--- config.mk ---
export PLATFORM = sky130hd
export DESIGN_NAME = dataflow_dependency_tracker
export DESIGN_NICKNAME = d
export VERILOG_FILES = /design/src/rtl/ddt_pkg.sv /design/src/rtl/dataflow_dependency_tracker.sv /design/src/rtl/ddt_ram.sv /design/src/rtl/ddt_lattab.sv /design/src/rtl/ddt_regtab.sv
export VERILOG_INCLUDE_DIRS = /design/src /design/src/rtl
export SDC_FILE = /design/constraint.sdc
export NUM_CORES = 2
export LEC_CHECK = 0
export BUFFER_PORTS_ARGS = -buffer_cell sky130_fd_sc_hd__buf_2
export CORE_UTILIZATION = 54
export DETAILED_ROUTE_END_ITERATION = 16
export GPL_TIMING_DRIVEN = 0
export PLACE_DENSITY_LB_ADDON = 0.15
export SETUP_SLACK_MARGIN = 0.4
export SLEW_MARGIN = 20
export SYNTH_ARGS = -nofsm -noshare
export SYNTH_HDL_FRONTEND = slang
export SYNTH_MEMORY_MAX_BITS = 65536
export SYNTH_SLANG_ARGS = --single-unit
--- constraint.sdc ---
create_clock -name clock -period 12.93 [get_ports clock]
set_input_delay 1.293 -clock clock [delete_from_list [all_inputs] [get_ports clock]]
set_output_delay 1.293 -clock clock [all_outputs]
set_load 0.05 [all_outputs]
--- src/rtl/assert_macros.svh ---
// assertion macros for the rtl files that check themselves
// depends on: a clock named clock and a synchronous reset named reset in scope
`ifndef ASSERT_MACROS_SVH
`define ASSERT_MACROS_SVH

// same-cycle implication, off while reset is high
`define DDT_ASSERT_IMPL(lbl, ante, cons, msg) \
   lbl: assert property (@(posedge clock) disable iff (reset) (ante) |-> (cons)) else $error(msg);

// next-cycle implication, off while reset is high
`define DDT_ASSERT_NEXT(lbl, ante, cons, msg) \
   lbl: assert property (@(posedge clock) disable iff (reset) (ante) |=> (cons)) else $error(msg);

`endif

--- src/rtl/ddt_pkg.sv ---
// shared constants and types of the dataflow dependency tracker
// depends on: nothing
package ddt_pkg;

   // request kinds
   localparam logic [1:0] REQ_TRACE = 2'd0;
   localparam logic [1:0] REQ_LOAD  = 2'd1;
   localparam logic [1:0] REQ_CLEAR = 2'd2;

   // fixed field widths
   localparam int FIELD_W = 5;
   localparam int OPLAT_W = 10;
   localparam int IDX_W   = 12;
   localparam int PROD_W  = 13;
   localparam int TIME_W  = 22;
   localparam int FCNT_W  = 13;

   localparam logic [TIME_W-1:0] TIME_MAX = {TIME_W{1'b1}};
   localparam logic [FCNT_W-1:0] FCNT_MAX = {FCNT_W{1'b1}};
   localparam logic [PROD_W-1:0] NO_PROD  = {PROD_W{1'b1}};

   // parameter defaults
   localparam int DEF_NUM_REGS     = 32;
   localparam int DEF_NUM_OPCODES  = 32;
   localparam int DEF_MAX_INSTS    = 4096;
   localparam int DEF_LATENCY_BITS = 10;

   // table control from the pipeline
   typedef struct packed {
      logic rd;   // request accepted, launch reads
      logic wr;   // stage one commits a write
      logic clr;  // stage one commits a clear
   } tab_ctl_type;

endpackage

--- src/rtl/dataflow_dependency_tracker.sv ---
// path: a trace request passes the stage one register and then the response register
// throughput: one request per cycle while the response is not stalled, set by the registered read of the table rams
// with forwarding of the write made by the request just ahead
// reset: clears tracking, the latency table (through entry valid bits), counters
// and both pipeline stages at once; there is no clearing pass
module dataflow_dependency_tracker import ddt_pkg::*; #(
   parameter int NUM_REGS     = DEF_NUM_REGS,
   parameter int NUM_OPCODES  = DEF_NUM_OPCODES,
   parameter int MAX_INSTS    = DEF_MAX_INSTS,
   parameter int LATENCY_BITS = DEF_LATENCY_BITS
) (
   input  logic                     clock,
   input  logic                     reset,
   input  logic                     req_valid,
   output logic                     req_stall,
   input  logic [1:0]               req_type,
   input  logic [FIELD_W-1:0]       req_opcode,
   input  logic [FIELD_W-1:0]       req_src_a,
   input  logic [FIELD_W-1:0]       req_src_b,
   input  logic [FIELD_W-1:0]       req_dest_reg,
   input  logic [OPLAT_W-1:0]       req_op_latency,
   output logic                     rsp_valid,
   input  logic                     rsp_stall,
   output logic                     rsp_status,
   output logic [IDX_W-1:0]         rsp_inst_index,
   output logic signed [PROD_W-1:0] rsp_producer_a,
   output logic signed [PROD_W-1:0] rsp_producer_b,
   output logic [TIME_W-1:0]        rsp_start_depth,
   output logic [TIME_W-1:0]        rsp_finish_time,
   output logic [TIME_W-1:0]        rsp_program_depth,
   output logic [FCNT_W-1:0]        rsp_dest_false_deps
);

`include "assert_macros.svh"

   localparam int REG_AW = $clog2(NUM_REGS);
   localparam int OP_AW  = $clog2(NUM_OPCODES);
   localparam int WR_W   = $clog2(MAX_INSTS);
   localparam int CNT_W  = $clog2(MAX_INSTS + 1);
   localparam int SUM_W  = ((TIME_W > LATENCY_BITS) ? TIME_W : LATENCY_BITS) + 1;

   // handshake
   logic advance;
   logic accept;
   logic fire;

   // stage one request
   logic                    s1_valid_ff;
   logic [1:0]              s1_kind_ff;
   logic [FIELD_W-1:0]      s1_sa_ff;
   logic [FIELD_W-1:0]      s1_sb_ff;
   logic [FIELD_W-1:0]      s1_dst_ff;
   logic [LATENCY_BITS-1:0] s1_lat_ff;
   logic [OP_AW-1:0]        s1_op_addr_ff;
   logic [REG_AW-1:0]       s1_sa_addr_ff;
   logic [REG_AW-1:0]       s1_sb_addr_ff;
   logic [REG_AW-1:0]       s1_dst_addr_ff;
   logic                    s1_op_ok_ff;
   logic                    s1_sa_ok_ff;
   logic                    s1_sb_ok_ff;
   logic                    s1_dst_ok_ff;

   // trace state
   logic [CNT_W-1:0]   inst_count_ff;
   logic [CNT_W-1:0]   inst_count_in;
   logic [TIME_W-1:0]  depth_max_ff;
   logic [FIELD_W-1:0] prev_src_a_ff;
   logic [FIELD_W-1:0] prev_src_b_ff;
   logic [FIELD_W-1:0] prev_dest_ff;
   logic               prev_valid_ff;

   // response register
   logic              rsp_valid_ff;
   logic              rsp_status_ff;
   logic [IDX_W-1:0]  rsp_index_ff;
   logic [PROD_W-1:0] rsp_prod_a_ff;
   logic [PROD_W-1:0] rsp_prod_b_ff;
   logic [TIME_W-1:0] rsp_start_ff;
   logic [TIME_W-1:0] rsp_fin_ff;
   logic [TIME_W-1:0] rsp_depth_ff;
   logic [FCNT_W-1:0] rsp_fcnt_ff;

   // table interface
   tab_ctl_type             reg_ctl;
   tab_ctl_type             lat_ctl;
   logic                    a_hit;
   logic [WR_W-1:0]         a_writer;
   logic [TIME_W-1:0]       a_fin;
   logic                    b_hit;
   logic [WR_W-1:0]         b_writer;
   logic [TIME_W-1:0]       b_fin;
   logic                    d_hit;
   logic [FCNT_W-1:0]       d_cnt;
   logic [LATENCY_BITS-1:0] lat;

   // stage one computation
   logic               is_trace;
   logic               full;
   logic               go;
   logic               clr_fire;
   logic [TIME_W-1:0]  fin_a;
   logic [TIME_W-1:0]  fin_b;
   logic [TIME_W-1:0]  start;
   logic [SUM_W-1:0]   fin_sum;
   logic [TIME_W-1:0]  fin;
   logic [TIME_W-1:0]  depth_new;
   logic [PROD_W-1:0]  prod_a;
   logic [PROD_W-1:0]  prod_b;
   logic               war_waw;
   logic [FCNT_W-1:0]  cnt_old;
   logic [FCNT_W-1:0]  cnt_new;

   // handshake: the response register parts the two sides
   assign advance   = !(rsp_valid_ff && rsp_stall);
   assign req_stall = s1_valid_ff && !advance;
   assign accept    = req_valid && !req_stall;
   assign fire      = s1_valid_ff && advance;

   // stage one capture, table reads launch on the same edge
   always_ff @(posedge clock) begin
      if (reset) begin
         s1_valid_ff <= 1'b0;
      end else if (accept) begin
         s1_valid_ff <= 1'b1;
      end else if (advance) begin
         s1_valid_ff <= 1'b0;
      end
   end

   always_ff @(posedge clock) begin
      if (accept) begin
         s1_kind_ff     <= req_type;
         s1_sa_ff       <= req_src_a;
         s1_sb_ff       <= req_src_b;
         s1_dst_ff      <= req_dest_reg;
         s1_lat_ff      <= LATENCY_BITS'(req_op_latency);
         s1_op_addr_ff  <= OP_AW'(req_opcode);
         s1_sa_addr_ff  <= REG_AW'(req_src_a);
         s1_sb_addr_ff  <= REG_AW'(req_src_b);
         s1_dst_addr_ff <= REG_AW'(req_dest_reg);
         s1_op_ok_ff    <= 32'(req_opcode) < 32'(NUM_OPCODES);
         s1_sa_ok_ff    <= 32'(req_src_a) < 32'(NUM_REGS);
         s1_sb_ok_ff    <= 32'(req_src_b) < 32'(NUM_REGS);
         s1_dst_ok_ff   <= 32'(req_dest_reg) < 32'(NUM_REGS);
      end
   end

   // request decode in stage one
   assign is_trace = s1_kind_ff == REQ_TRACE;
   assign full     = inst_count_ff >= CNT_W'(MAX_INSTS);
   assign go       = fire && is_trace && !full;
   assign clr_fire = fire && s1_kind_ff == REQ_CLEAR;

   // table control
   assign reg_ctl.rd  = accept;
   assign reg_ctl.wr  = go && s1_dst_ok_ff;
   assign reg_ctl.clr = clr_fire;
   assign lat_ctl.rd  = accept;
   assign lat_ctl.wr  = fire && s1_kind_ff == REQ_LOAD && s1_op_ok_ff;
   assign lat_ctl.clr = 1'b0;

   ddt_regtab #(
      .NUM_REGS  (NUM_REGS),
      .MAX_INSTS (MAX_INSTS)
   ) u_regtab (
      .clock     (clock),
      .reset     (reset),
      .ctl       (reg_ctl),
      .rd_addr_a (REG_AW'(req_src_a)),
      .rd_addr_b (REG_AW'(req_src_b)),
      .rd_addr_d (REG_AW'(req_dest_reg)),
      .lk_addr_a (s1_sa_addr_ff),
      .lk_addr_b (s1_sb_addr_ff),
      .lk_addr_d (s1_dst_addr_ff),
      .lk_ok_a   (s1_sa_ok_ff),
      .lk_ok_b   (s1_sb_ok_ff),
      .lk_ok_d   (s1_dst_ok_ff),
      .wr_addr   (s1_dst_addr_ff),
      .wr_writer (WR_W'(inst_count_ff)),
      .wr_fin    (fin),
      .wr_cnt    (cnt_new),
      .a_hit     (a_hit),
      .a_writer  (a_writer),
      .a_fin     (a_fin),
      .b_hit     (b_hit),
      .b_writer  (b_writer),
      .b_fin     (b_fin),
      .d_hit     (d_hit),
      .d_cnt     (d_cnt)
   );

   ddt_lattab #(
      .NUM_OPCODES  (NUM_OPCODES),
      .LATENCY_BITS (LATENCY_BITS)
   ) u_lattab (
      .clock   (clock),
      .reset   (reset),
      .ctl     (lat_ctl),
      .rd_addr (OP_AW'(req_opcode)),
      .lk_addr (s1_op_addr_ff),
      .lk_ok   (s1_op_ok_ff),
      .wr_addr (s1_op_addr_ff),
      .wr_data (s1_lat_ff),
      .lat     (lat)
   );

   // producers and start depth
   assign prod_a = a_hit ? PROD_W'(a_writer) : NO_PROD;
   assign prod_b = b_hit ? PROD_W'(b_writer) : NO_PROD;
   assign fin_a  = a_hit ? a_fin : '0;
   assign fin_b  = b_hit ? b_fin : '0;
   assign start  = (fin_a > fin_b) ? fin_a : fin_b;

   // finish time, saturating
   assign fin_sum   = SUM_W'(start) + SUM_W'(lat);
   assign fin       = (fin_sum > SUM_W'(TIME_MAX)) ? TIME_MAX : TIME_W'(fin_sum);
   assign depth_new = (fin > depth_max_ff) ? fin : depth_max_ff;

   // false dependency count of the destination, saturating
   assign war_waw = prev_valid_ff && (s1_dst_ff == prev_dest_ff ||
                    s1_dst_ff == prev_src_a_ff || s1_dst_ff == prev_src_b_ff);
   assign cnt_old = d_hit ? d_cnt : '0;
   assign cnt_new = (war_waw && cnt_old != FCNT_MAX) ? cnt_old + FCNT_W'(1) : cnt_old;

   assign inst_count_in = inst_count_ff + CNT_W'(1);

   // trace state update
   always_ff @(posedge clock) begin
      if (reset || clr_fire) begin
         inst_count_ff <= '0;
         depth_max_ff  <= '0;
         prev_src_a_ff <= '0;
         prev_src_b_ff <= '0;
         prev_dest_ff  <= '0;
         prev_valid_ff <= 1'b0;
      end else if (go) begin
         inst_count_ff <= inst_count_in;
         depth_max_ff  <= depth_new;
         prev_src_a_ff <= s1_sa_ff;
         prev_src_b_ff <= s1_sb_ff;
         prev_dest_ff  <= s1_dst_ff;
         prev_valid_ff <= 1'b1;
      end
   end

   // response register
   always_ff @(posedge clock) begin
      if (reset) begin
         rsp_valid_ff <= 1'b0;
      end else if (advance) begin
         rsp_valid_ff <= fire && is_trace;
      end
   end

   always_ff @(posedge clock) begin
      if (fire && is_trace) begin
         rsp_status_ff <= full;
         if (full) begin
            rsp_index_ff  <= '0;
            rsp_prod_a_ff <= NO_PROD;
            rsp_prod_b_ff <= NO_PROD;
            rsp_start_ff  <= '0;
            rsp_fin_ff    <= '0;
            rsp_depth_ff  <= depth_max_ff;
            rsp_fcnt_ff   <= '0;
         end else begin
            rsp_index_ff  <= IDX_W'(inst_count_ff);
            rsp_prod_a_ff <= prod_a;
            rsp_prod_b_ff <= prod_b;
            rsp_start_ff  <= start;
            rsp_fin_ff    <= fin;
            rsp_depth_ff  <= depth_new;
            rsp_fcnt_ff   <= s1_dst_ok_ff ? cnt_new : '0;
         end
      end
   end

   assign rsp_valid           = rsp_valid_ff;
   assign rsp_status          = rsp_status_ff;
   assign rsp_inst_index      = rsp_index_ff;
   assign rsp_producer_a      = rsp_prod_a_ff;
   assign rsp_producer_b      = rsp_prod_b_ff;
   assign rsp_start_depth     = rsp_start_ff;
   assign rsp_finish_time     = rsp_fin_ff;
   assign rsp_program_depth   = rsp_depth_ff;
   assign rsp_dest_false_deps = rsp_fcnt_ff;

   // checks
   `DDT_ASSERT_NEXT(a_count_step, go, inst_count_ff == $past(inst_count_ff) + CNT_W'(1), "instruction count did not step on a recorded request")
   `DDT_ASSERT_NEXT(a_depth_mono, !clr_fire, depth_max_ff >= $past(depth_max_ff), "program depth fell without a clear")
   `DDT_ASSERT_IMPL(a_rsp_order, rsp_valid && !rsp_status, rsp_finish_time >= rsp_start_depth && rsp_program_depth >= rsp_finish_time, "response times out of order")

endmodule

--- src/rtl/ddt_ram.sv ---
// generic single write port, single read port ram with registered read
// depends on: nothing
module ddt_ram #(
   parameter int WIDTH = 8,
   parameter int DEPTH = 32
) (
   input  logic                     clock,
   input  logic                     wr_en,
   input  logic [$clog2(DEPTH)-1:0] wr_addr,
   input  logic [WIDTH-1:0]         wr_data,
   input  logic                     rd_en,
   input  logic [$clog2(DEPTH)-1:0] rd_addr,
   output logic [WIDTH-1:0]         rd_data
);

   logic [WIDTH-1:0] mem_ff [DEPTH];
   logic [WIDTH-1:0] rd_data_ff;

   // storage write, read returns the old contents on a same-address write
   always_ff @(posedge clock) begin
      if (wr_en) begin
         mem_ff[wr_addr] <= wr_data;
      end
      if (rd_en) begin
         rd_data_ff <= mem_ff[rd_addr];
      end
   end

   assign rd_data = rd_data_ff;

endmodule

--- src/rtl/ddt_lattab.sv ---
// per-opcode latency table: ram, entry valid bits and write forwarding
// depends on: ddt_pkg, ddt_ram
module ddt_lattab import ddt_pkg::*; #(
   parameter int NUM_OPCODES  = DEF_NUM_OPCODES,
   parameter int LATENCY_BITS = DEF_LATENCY_BITS
) (
   input  logic                           clock,
   input  logic                           reset,
   input  tab_ctl_type                    ctl,
   input  logic [$clog2(NUM_OPCODES)-1:0] rd_addr,
   input  logic [$clog2(NUM_OPCODES)-1:0] lk_addr,
   input  logic                           lk_ok,
   input  logic [$clog2(NUM_OPCODES)-1:0] wr_addr,
   input  logic [LATENCY_BITS-1:0]        wr_data,
   output logic [LATENCY_BITS-1:0]        lat
);

   localparam int OP_AW = $clog2(NUM_OPCODES);

   logic [NUM_OPCODES-1:0]  valid_ff;
   logic                    fwd_valid_ff;
   logic [OP_AW-1:0]        fwd_addr_ff;
   logic [LATENCY_BITS-1:0] fwd_data_ff;
   logic [LATENCY_BITS-1:0] rd_data;
   logic [LATENCY_BITS-1:0] cur_data;

   ddt_ram #(
      .WIDTH (LATENCY_BITS),
      .DEPTH (NUM_OPCODES)
   ) u_ram (
      .clock   (clock),
      .wr_en   (ctl.wr),
      .wr_addr (wr_addr),
      .wr_data (wr_data),
      .rd_en   (ctl.rd),
      .rd_addr (rd_addr),
      .rd_data (rd_data)
   );

   // entries never loaded read as zero
   always_ff @(posedge clock) begin
      if (reset) begin
         valid_ff <= '0;
      end else if (ctl.wr) begin
         valid_ff[wr_addr] <= 1'b1;
      end
   end

   // a write on the same edge as a read launch is missed by the ram read
   always_ff @(posedge clock) begin
      if (reset) begin
         fwd_valid_ff <= 1'b0;
      end else if (ctl.rd) begin
         fwd_valid_ff <= ctl.wr;
      end
   end

   always_ff @(posedge clock) begin
      if (ctl.rd) begin
         fwd_addr_ff <= wr_addr;
         fwd_data_ff <= wr_data;
      end
   end

   // lookup for the request in stage one
   assign cur_data = (fwd_valid_ff && fwd_addr_ff == lk_addr) ? fwd_data_ff : rd_data;
   assign lat      = (lk_ok && valid_ff[lk_addr]) ? cur_data : '0;

endmodule

--- src/rtl/ddt_regtab.sv ---
// register tracking table: last writer, finish time and false count per register
// three ram copies serve the two source reads and the destination read; depends on ddt_pkg, ddt_ram
module ddt_regtab import ddt_pkg::*; #(
   parameter int NUM_REGS  = DEF_NUM_REGS,
   parameter int MAX_INSTS = DEF_MAX_INSTS
) (
   input  logic                              clock,
   input  logic                              reset,
   input  tab_ctl_type                       ctl,
   input  logic [$clog2(NUM_REGS)-1:0]       rd_addr_a,
   input  logic [$clog2(NUM_REGS)-1:0]       rd_addr_b,
   input  logic [$clog2(NUM_REGS)-1:0]       rd_addr_d,
   input  logic [$clog2(NUM_REGS)-1:0]       lk_addr_a,
   input  logic [$clog2(NUM_REGS)-1:0]       lk_addr_b,
   input  logic [$clog2(NUM_REGS)-1:0]       lk_addr_d,
   input  logic                              lk_ok_a,
   input  logic                              lk_ok_b,
   input  logic                              lk_ok_d,
   input  logic [$clog2(NUM_REGS)-1:0]       wr_addr,
   input  logic [$clog2(MAX_INSTS)-1:0]      wr_writer,
   input  logic [TIME_W-1:0]                 wr_fin,
   input  logic [FCNT_W-1:0]                 wr_cnt,
   output logic                              a_hit,
   output logic [$clog2(MAX_INSTS)-1:0]      a_writer,
   output logic [TIME_W-1:0]                 a_fin,
   output logic                              b_hit,
   output logic [$clog2(MAX_INSTS)-1:0]      b_writer,
   output logic [TIME_W-1:0]                 b_fin,
   output logic                              d_hit,
   output logic [FCNT_W-1:0]                 d_cnt
);

   localparam int REG_AW = $clog2(NUM_REGS);
   localparam int WR_W   = $clog2(MAX_INSTS);
   localparam int ENT_W  = WR_W + TIME_W + FCNT_W;
   localparam int NPORT  = 3;

   logic [NUM_REGS-1:0] valid_ff;
   logic                fwd_valid_ff;
   logic [REG_AW-1:0]   fwd_addr_ff;
   logic [ENT_W-1:0]    fwd_data_ff;
   logic [ENT_W-1:0]    wr_ent;
   logic [REG_AW-1:0]   rd_addr [NPORT];
   logic [REG_AW-1:0]   lk_addr [NPORT];
   logic [NPORT-1:0]    lk_ok;
   logic [ENT_W-1:0]    rd_data [NPORT];
   logic [ENT_W-1:0]    cur     [NPORT];
   logic [NPORT-1:0]    hit;

   assign wr_ent     = {wr_writer, wr_fin, wr_cnt};
   assign rd_addr[0] = rd_addr_a;
   assign rd_addr[1] = rd_addr_b;
   assign rd_addr[2] = rd_addr_d;
   assign lk_addr[0] = lk_addr_a;
   assign lk_addr[1] = lk_addr_b;
   assign lk_addr[2] = lk_addr_d;
   assign lk_ok      = {lk_ok_d, lk_ok_b, lk_ok_a};

   // one ram copy per read port, all written alike
   for (genvar p = 0; p < NPORT; p++) begin : g_copy
      ddt_ram #(
         .WIDTH (ENT_W),
         .DEPTH (NUM_REGS)
      ) u_ram (
         .clock   (clock),
         .wr_en   (ctl.wr),
         .wr_addr (wr_addr),
         .wr_data (wr_ent),
         .rd_en   (ctl.rd),
         .rd_addr (rd_addr[p]),
         .rd_data (rd_data[p])
      );

      // forward a write that landed on the read launch edge
      assign cur[p] = (fwd_valid_ff && fwd_addr_ff == lk_addr[p]) ? fwd_data_ff : rd_data[p];
      assign hit[p] = lk_ok[p] && valid_ff[lk_addr[p]];
   end

   // written-since-clear bits, cleared at once by reset or a clear request
   always_ff @(posedge clock) begin
      if (reset || ctl.clr) begin
         valid_ff <= '0;
      end else if (ctl.wr) begin
         valid_ff[wr_addr] <= 1'b1;
      end
   end

   // forwarding record, refreshed at every read launch
   always_ff @(posedge clock) begin
      if (reset) begin
         fwd_valid_ff <= 1'b0;
      end else if (ctl.rd) begin
         fwd_valid_ff <= ctl.wr;
      end
   end

   always_ff @(posedge clock) begin
      if (ctl.rd) begin
         fwd_addr_ff <= wr_addr;
         fwd_data_ff <= wr_ent;
      end
   end

   // unpack lookups
   assign a_hit    = hit[0];
   assign a_writer = cur[0][ENT_W-1 -: WR_W];
   assign a_fin    = cur[0][FCNT_W +: TIME_W];
   assign b_hit    = hit[1];
   assign b_writer = cur[1][ENT_W-1 -: WR_W];
   assign b_fin    = cur[1][FCNT_W +: TIME_W];
   assign d_hit    = hit[2];
   assign d_cnt    = cur[2][FCNT_W-1:0];

endmodule

After elaboration in Yosys (flattened, before gate mapping). Memories as Yosys holds them, arrays and structs flattened. A register that Yosys moved wholly into a read port is not among the register bits. Cells that the tools add are included.

Register bits: 336. RAM bits: 4832. Input bits: 36. Output and inout bits: 120. Memories: 4.

$add $sub $neg: 3. Order comparisons: 10. Equality and inequality tests: 11. Multiplexer cells: 33. Bitwise operators: 4. Reduce and logical (&&, ||, !) cells: 25.

Memory list: u_regtab.g_copy[0].u_ram.mem_ff (words 32, width 47, read ports 1, clocked after Yosys merged registers in 1, wr ports 1, line ddt_ram.sv:16) `logic [WIDTH-1:0] mem_ff [DEPTH];`; u_regtab.g_copy[1].u_ram.mem_ff (words 32, width 47, read ports 1, clocked after Yosys merged registers in 1, wr ports 1, line ddt_ram.sv:16); u_regtab.g_copy[2].u_ram.mem_ff (words 32, width 47, read ports 1, clocked after Yosys merged registers in 1, wr ports 1, line ddt_ram.sv:16); u_lattab.u_ram.mem_ff (words 32, width 10, read ports 1, clocked after Yosys merged registers in 1, wr ports 1, line ddt_ram.sv:16).

Operators by type and width (number): 2-to-1 mux 22 bit (6); 2-to-1 mux 47 bit (2); 2-to-1 mux 13 bit (5); bitwise OR 32 bit (2); greater-than comparator 22 bit (2); == test 5 bit (7); adder 13 x 1 -> 13 bit (second input constant) (2); < comparator 5 x 6 -> 1 bit (second input constant) (4); adder 22 x 10 -> 23 bit (1); greater-than comparator 23 x 22 -> 1 bit (second input constant) (1); binary-select mux 1 bit (select 5 bit) (4); 2-to-1 mux 10 bit (2); logical AND 1 bit (16); greater-or-equal comparator 13 bit (second input constant) (1); != test 13 bit (second input constant) (1); 2-to-1 mux 1 bit (12); demux 1 bit (select 5 bit) (2); greater-or-equal comparator 5 x 1 -> 1 bit (second input constant) (2); OR reduction 2 bit (2); zero test 1 bit (3); logical OR 1 bit (3); == test 2 x 1 -> 1 bit (second input constant) (1); == test 2 bit (second input constant) (1); zero test 2 bit (1); other kinds (2) (3).

Logic depth before layout (Yosys ltp).
Word-level depth: 12. Mapped depth: 45.

Cells and area by module. A second synthesis with hierarchy kept.

Cells, all modules: 12228. Area, all modules: 210376.8 um^2.

Modules (own cells, without submodules): ddt_ram at u_regtab.g_copy[0].u_ram ... (times used 3, cells an instance 3296, area an instance 59937.5 um^2, seq. area each 46574.7 um^2); ddt_ram at u_lattab.u_ram (times used 1, cells an instance 733, area an instance 13093.8 um^2, seq. area each 9909.5 um^2); dataflow_dependency_tracker (times used 1, cells an instance 1049, area an instance 10568.9 um^2, seq. area each 5565.3 um^2); ddt_regtab (times used 1, cells an instance 355, area an instance 4700.8 um^2, seq. area each 2222.1 um^2); ddt_lattab (times used 1, cells an instance 203, area an instance 2200.9 um^2, seq. area each 1111.1 um^2).

Worst setup path before layout. Ideal clock, no wire load.

Path type: flip-flop to flip-flop. From: reg s1_sb_addr_ff[1]. To: reg rsp_depth_ff[17], in the netlist rsp_program_depth[17], data pin. Library setup time: 269 ps. Arrival: 9093 ps. Required time: 12661 ps. Path slack: 3568 ps. Cell stages (with the launch flop): 41. Path buffers: 8. Cell sequence: edfxtp_1 -> buf_4 -> buf_6 -> mux2i_1 -> a22oi_1 -> nand3b_1 -> a21boi_0 -> clkbuf_1 -> nor2_1 -> clkbuf_1 -> clkbuf_1 -> or2_2 -> ha_1 -> nand4_1 -> nor4_1 -> o21ai_0 -> a31oi_2 -> clkbuf_1 -> (+5 left out) -> a21oi_1 -> o211ai_1 -> o41ai_1 -> nand2b_1 -> o21ai_0 -> inv_1 -> o31a_1 -> a21oi_1 -> ha_1 -> nand4_1 -> nor3_1 -> a22oi_1 -> o41ai_1 -> a31o_2 -> nor2_1 -> and2_1 -> clkbuf_1 -> a21oi_1.

Longest elaborated chain between the ends: 12.

Ends and longest elaborated chain: start, declared (line dataflow_dependency_tracker.sv:56) `logic [REG_AW-1:0] s1_sb_addr_ff;`; start signal, assigned (line dataflow_dependency_tracker.sv:139) `s1_sb_addr_ff <= REG_AW'(req_src_b);`; parallel branches: the longest is 3 deep, another holds binary-select mux 1 bit (select 5 bit); 2-to-1 mux 22 bit (*) (line dataflow_dependency_tracker.sv:211) `assign fin_b = b_hit ? b_fin : '0;`; greater-than comparator 22 bit (line dataflow_dependency_tracker.sv:212) `assign start = (fin_a > fin_b) ? fin_a : fin_b;`; 2-to-1 mux 22 bit (*) (line dataflow_dependency_tracker.sv:212); net start[1] (line dataflow_dependency_tracker.sv:103) `logic [TIME_W-1:0] start;`; adder 22 x 10 -> 23 bit (*) (line dataflow_dependency_tracker.sv:215) `assign fin_sum = SUM_W'(start) + SUM_W'(lat);`; greater-than comparator 23 x 22 -> 1 bit (line dataflow_dependency_tracker.sv:216) `assign fin = (fin_sum > SUM_W'(TIME_MAX)) ? TIME_MAX : TIME_W'(fin_sum);`; 2-to-1 mux 22 bit (*) (line dataflow_dependency_tracker.sv:216); net fin[21] (line dataflow_dependency_tracker.sv:105) `logic [TIME_W-1:0] fin;`; greater-than comparator 22 bit (*) (line dataflow_dependency_tracker.sv:217) `assign depth_new = (fin > depth_max_ff) ? fin : depth_max_ff;`; 2-to-1 mux 22 bit (*) (line dataflow_dependency_tracker.sv:217); 2-to-1 mux 22 bit (*) (line dataflow_dependency_tracker.sv:258) `if (full) begin`; end signal, assigned (line dataflow_dependency_tracker.sv:264) `rsp_depth_ff <= depth_max_ff;`; end signal, assigned (line dataflow_dependency_tracker.sv:272) `rsp_depth_ff <= depth_new;`; end, declared (line dataflow_dependency_tracker.sv:80) `logic [TIME_W-1:0] rsp_depth_ff;`.

Mark *: on every way through the listed nets, which the timed path passes. The select of a mux whose other input is x is not followed. A chain may end at the register's enable or synchronous reset.

Worst setup path after layout.
From: reg s1_sb_addr_ff[1]. To: reg depth_max_ff[5].

Longest elaborated chain between the ends: 11.

Ends and longest elaborated chain: parallel branches: the longest is 3 deep, another holds binary-select mux 1 bit (select 5 bit); 2-to-1 mux 22 bit (*) (line dataflow_dependency_tracker.sv:211); greater-than comparator 22 bit (line dataflow_dependency_tracker.sv:212); 2-to-1 mux 22 bit (*) (line dataflow_dependency_tracker.sv:212); net start[0] (line dataflow_dependency_tracker.sv:103); adder 22 x 10 -> 23 bit (*) (line dataflow_dependency_tracker.sv:215); greater-than comparator 23 x 22 -> 1 bit (line dataflow_dependency_tracker.sv:216); 2-to-1 mux 22 bit (*) (line dataflow_dependency_tracker.sv:216); net fin[14] (line dataflow_dependency_tracker.sv:105); greater-than comparator 22 bit (*) (line dataflow_dependency_tracker.sv:217); 2-to-1 mux 22 bit (*) (line dataflow_dependency_tracker.sv:217); end signal, assigned (line dataflow_dependency_tracker.sv:238) `depth_max_ff <= depth_new;`; end, declared (line dataflow_dependency_tracker.sv:66) `logic [TIME_W-1:0] depth_max_ff;`.

Marked as above.

==> reports/qor.yml <==
pwr:
  power_mw: 16.3
  p_sw_mw: 3.83
  powerDensity_nw_per_um2: 146
  p_int_mw: 12.5
  switching_share_pct: 23.5
  seq_power_share_pct: 50.6
  vdd_ir_drop_max_mv: 0.134
  p_comb_share_pct: 9.3
  power.share.clock_pct: 40.1
  p_leak_nw: 35.1
hold_path:
  min_path_type: "reg -> reg"
  holdPathStages: 0
  hold_path_startpoint: "s1_op_addr_ff[3]$_DFFE_PP_"
  holdPathEnd: "u_lattab.fwd_addr_ff[3]$_DFFE_PP_"
cts:
  postCtsSetupRepairBufs: 0
  clk_path_buf_depth: 3
  cts_hold_buf: 0
  clock_latency_ps: 890
  path_clk_slew_ps: 70
  cts-root-buf: "clkbuf_16"
  cts.sinks: 2251
  cts_tree: "yes"
  numCtsBuffers: 222
  htree_levels: 4
route:
  firstDrtPassIters: 6
  postRouteAntennaNets: 0
  dr.first_iter.drc_count: 7583
  drcViolationCount: 0
  wirelength_um: 284000
  avgViaCountPerCell: 6.81
  avgRoutedWirePerCell_um: 35.9
  vias: 54029
status:
  status: "finished clean"
die:
  start_util_pct: 54.4
  core_um2: 178000
  io_pins: 156
  dieHeight_um: 426
  placementRows: 155
  die_w_um: 426
  die_area_um2: 181000
job:
  maxCapViolCount: 0
sta:
  rsz0062_at_grt: "no"
  finalCritPeriodShare_pct: 92.6
  period_minus_slack_ps: 11970
  max_freq_mhz: 83.5
  finalSetupViolations: 0
  slew_headroom_pct: 13.7
  hold_viol_final: 0
  clock_skew_ps: 46.0
  worst_pin_slew_ps: 1290
  drv_slew: 0
logic_synthesis:
  synth-seq-cells: 2251
  avgSynthCellArea_um2: 20.0
  synthFlopType: "edfxtp_1"
  syn-cell-area_um2: 97000
  ys_warn_count: 0
  ys_types: 66
  synth-seq-area-share_pct: 68.4
  synth_cells: 4863
  syn-num-nets: 4957
  synth_edf_count: 2132
  synth-async-reset-ratio_pct: 0
critical_path:
  critPathKind: "reg -> reg"
  r2r_cells: 40
  worstReg2RegEnd: "depth_max_ff[5]$_SDFFE_PP0P_"
  crit_fanout: 34
  reg2reg_slack_ps: 960
  critical_path.most_common_cell: "clkbuf_1"
  arrival_ps: 12760
  cp-startpoint: "s1_sb_addr_ff[1]$_DFFE_PP_"
  critPathSlowestCell: "o21ai_0"
  critPathCaptureType: "flop"
  required_ps: 13710
  cpPeakStageDelay_ps: 770
  start_kind: "flop"
  r2r-start: "s1_sb_addr_ff[1]$_DFFE_PP_"
global_routing:
  antenna_found_initial: 14
  gr-total-overflow: 0
  grt_max_degree: 91
  grt_pass1_wl_um: 395000
  track_usage_pct: 31.5
  grt_pass1_vias: 53382
finish:
  final-seq-area_um2: 66400
  layout-drive-gt1-share_pct: 33.8
  area_growth_pct: 15.3
  stdcell_count: 7929
  multiInputGateArea_um2: 29700
  nNetsFinal: 5477
  fillers: 12227
placed_design:
  place_inst: 7500
  finalWeightedCongestion: 0.903
  portBuffers: 155
  dp_hpwl_um: 192000
==> worst max path at each step <==
stage / slack [ps] / end / cells after the start
finish: 960 / depth_max_ff[5]$_SDFFE_PP0P_ / 40
global route: 490 / depth_max_ff[9]$_SDFFE_PP0P_ / 42
CTS: 430 / depth_max_ff[20]$_SDFFE_PP0P_ / 41
detailed placement: -790 / depth_max_ff[20]$_SDFFE_PP0P_ / 41
global placement: -1300 / depth_max_ff[20]$_SDFFE_PP0P_ / 41
floorplan: 3570 / rsp_program_depth[17]$_DFFE_PP_ / 40
==> power groups by stage <==
stage	Sequential (mW)	Combinational (mW)	Clock, mW
2_1_floorplan	8.44	0.885	0
6_report	8.26	1.51	6.53
5_1_grt	8.26	1.59	6.83
4_1_cts	8.27	1.47	6.57
3_3_place_gp	8.43	1.41	0
3_5_place_dp	8.42	1.46	0
==> cells in the final DEF, fill, tap and decap left out, drive strengths merged, types with 10 or more instances in the layout <==
cell         n
edfxtp    2132
mux4       926
clkbuf     536
buf        358
nor2       318
nand2      192
mux2       123
dfxtp      119
a21oi       96
clkinv      75
nand3       66
inv         64
mux2i       57
ha          57
nor2b       48
o21ai       48
xnor2       41
xor2        32
a21o        23
bufinv      23
nor3        20
nand4       18
and2        17
clkinvlp    12
nand2b      11
a211oi      11
o22ai       10
a31oi       10
==> kinds of logic (layout without fill, tap and decap cells) <==
group                    Yosys count  after routing  synth area share (%)
XOR/XNOR                          73             73                 0.659
AND/OR/NAND/NOR                  748            748                  3.47
adder cells (fa/ha/maj)           58             58                 0.756
AO/OA/AOI/OAI                    263            263                  1.73
other                              0              7                     0
buffers and inverters            364           1068                  1.45
flip-flops                      2251           2251                  68.4
multiplexers                    1106           1106                  23.5
==> worst max-delay path, delay by kind of cell, from the launching register on <==
family                   cells  cell delay, ps
XOR/XNOR                     1             540
AND/OR/NAND/NOR             12            2490
AO/OA/AOI/OAI               13            4200
buffers and inverters        9            2610
multiplexers                 1             150
adder cells (fa/ha/maj)      4            1450
flip-flops                   1             380
==> sequential cells by signal, indices dropped and copies added (netlist names), 32 cells and up <==
name / cells
u_regtab.g_copy.u_ram.rd_data: 81
u_regtab.fwd_data_ff: 47
u_regtab.valid_ff: 32
u_lattab.valid_ff: 32
u_lattab.u_ram.mem_ff: 320
u_regtab.g_copy.u_ram.mem_ff: 1504
==> final cells by class <==
| type | instances | share of cell area, % |
|---|---|---|
| Sequential cell | 2251 | 59.4 |
| Multi-Input combinational cell | 2248 | 26.6 |
| Clock buffer | 297 | 5.44 |
| Timing Repair Buffer | 295 | 3.44 |
| Tap cell | 2355 | 2.63 |
| Buffer | 302 | 1.15 |
| Clock inverter | 111 | 1.10 |
| Inverter | 62 | 0.238 |
| Antenna cell | 7 | 0.0157 |
| Timing Repair inverter | 1 | 0.00447 |
==> per-stage QoR <==
stage | hold slack, ps | TNS [ps] | instance area, µm² | worst slack (ps) | utilization (%)
2_1_floorplan | 421 | 0 | 97000 | 3570 | -
3_3_place_gp | 429 | -57700 | 101000 | -1300 | 56.5
3_5_place_dp | 432 | -30980 | 104000 | -788 | 58.4
4_1_cts | 440 | 0 | 112000 | 429 | 62.5
5_1_grt | 467 | 0 | 112000 | 491 | 62.7
6_report | 452 | 0 | 112000 | 956 | 62.7
==> per-layer routing <==
metal / wire length, µm / global-route usage, % / vias to the layer above
met4: 15300 / 15.3 / 8
met1: 105000 / 42.5 / 28582
met5: 61 / 0 / -
met2: 135000 / 49.3 / 3359
met3: 29100 / 6.87 / 702
li1: - / - / 21378
==> repair_timing <==
item                       CTS  global route
pin swaps                    0             0
setup endpoints to repair   44            44
gates resized for setup     14            27
gates cloned                 0             1
==> Yosys cell counts (4+ instances only) <==
cell type     n  area [µm²]
and2_4        6        52.6
clkbuf_1    234         878
a31oi_1       8        50.1
and2_1       11        68.8
a211oi_2      6        75.1
buf_6         4        45.0
nor4_1        9        56.3
a21o_1       23         173
edfxtp_1   2132       64000
o22ai_1      10        62.6
xor2_1       32         280
nand2b_1     11        68.8
a211oi_1      5        37.5
ha_1         57         713
a22oi_1       9        67.6
buf_2         9        45.0
inv_1        62         233
nand3_1      66         330
a31o_2        4        35.0
o21ai_0      48         240
nand2_1     192         721
buf_1        54         203
a221oi_1      4        35.0
or3b_2        4        35.0
o21a_1        5        37.5
nor3_1       20         100
mux2i_1      57         571
o221ai_1      5        43.8
mux4_2      926       20900
nor2_1      318        1190
o211ai_1      6        45.0
and3_1        9        56.3
and4_1        6        52.6
a21boi_0      4        30.0
a21oi_1      96         480
nand3b_1      9        67.6
a211o_1       6        52.6
or3_1         7        43.8
xnor2_1      41         359
nor2b_1      48         300
nand4_1      18         113
mux2_2      120        1350
or2_2         8        50.1
dfxtp_1     119        2380
Power figures use the tool's default switching activity.
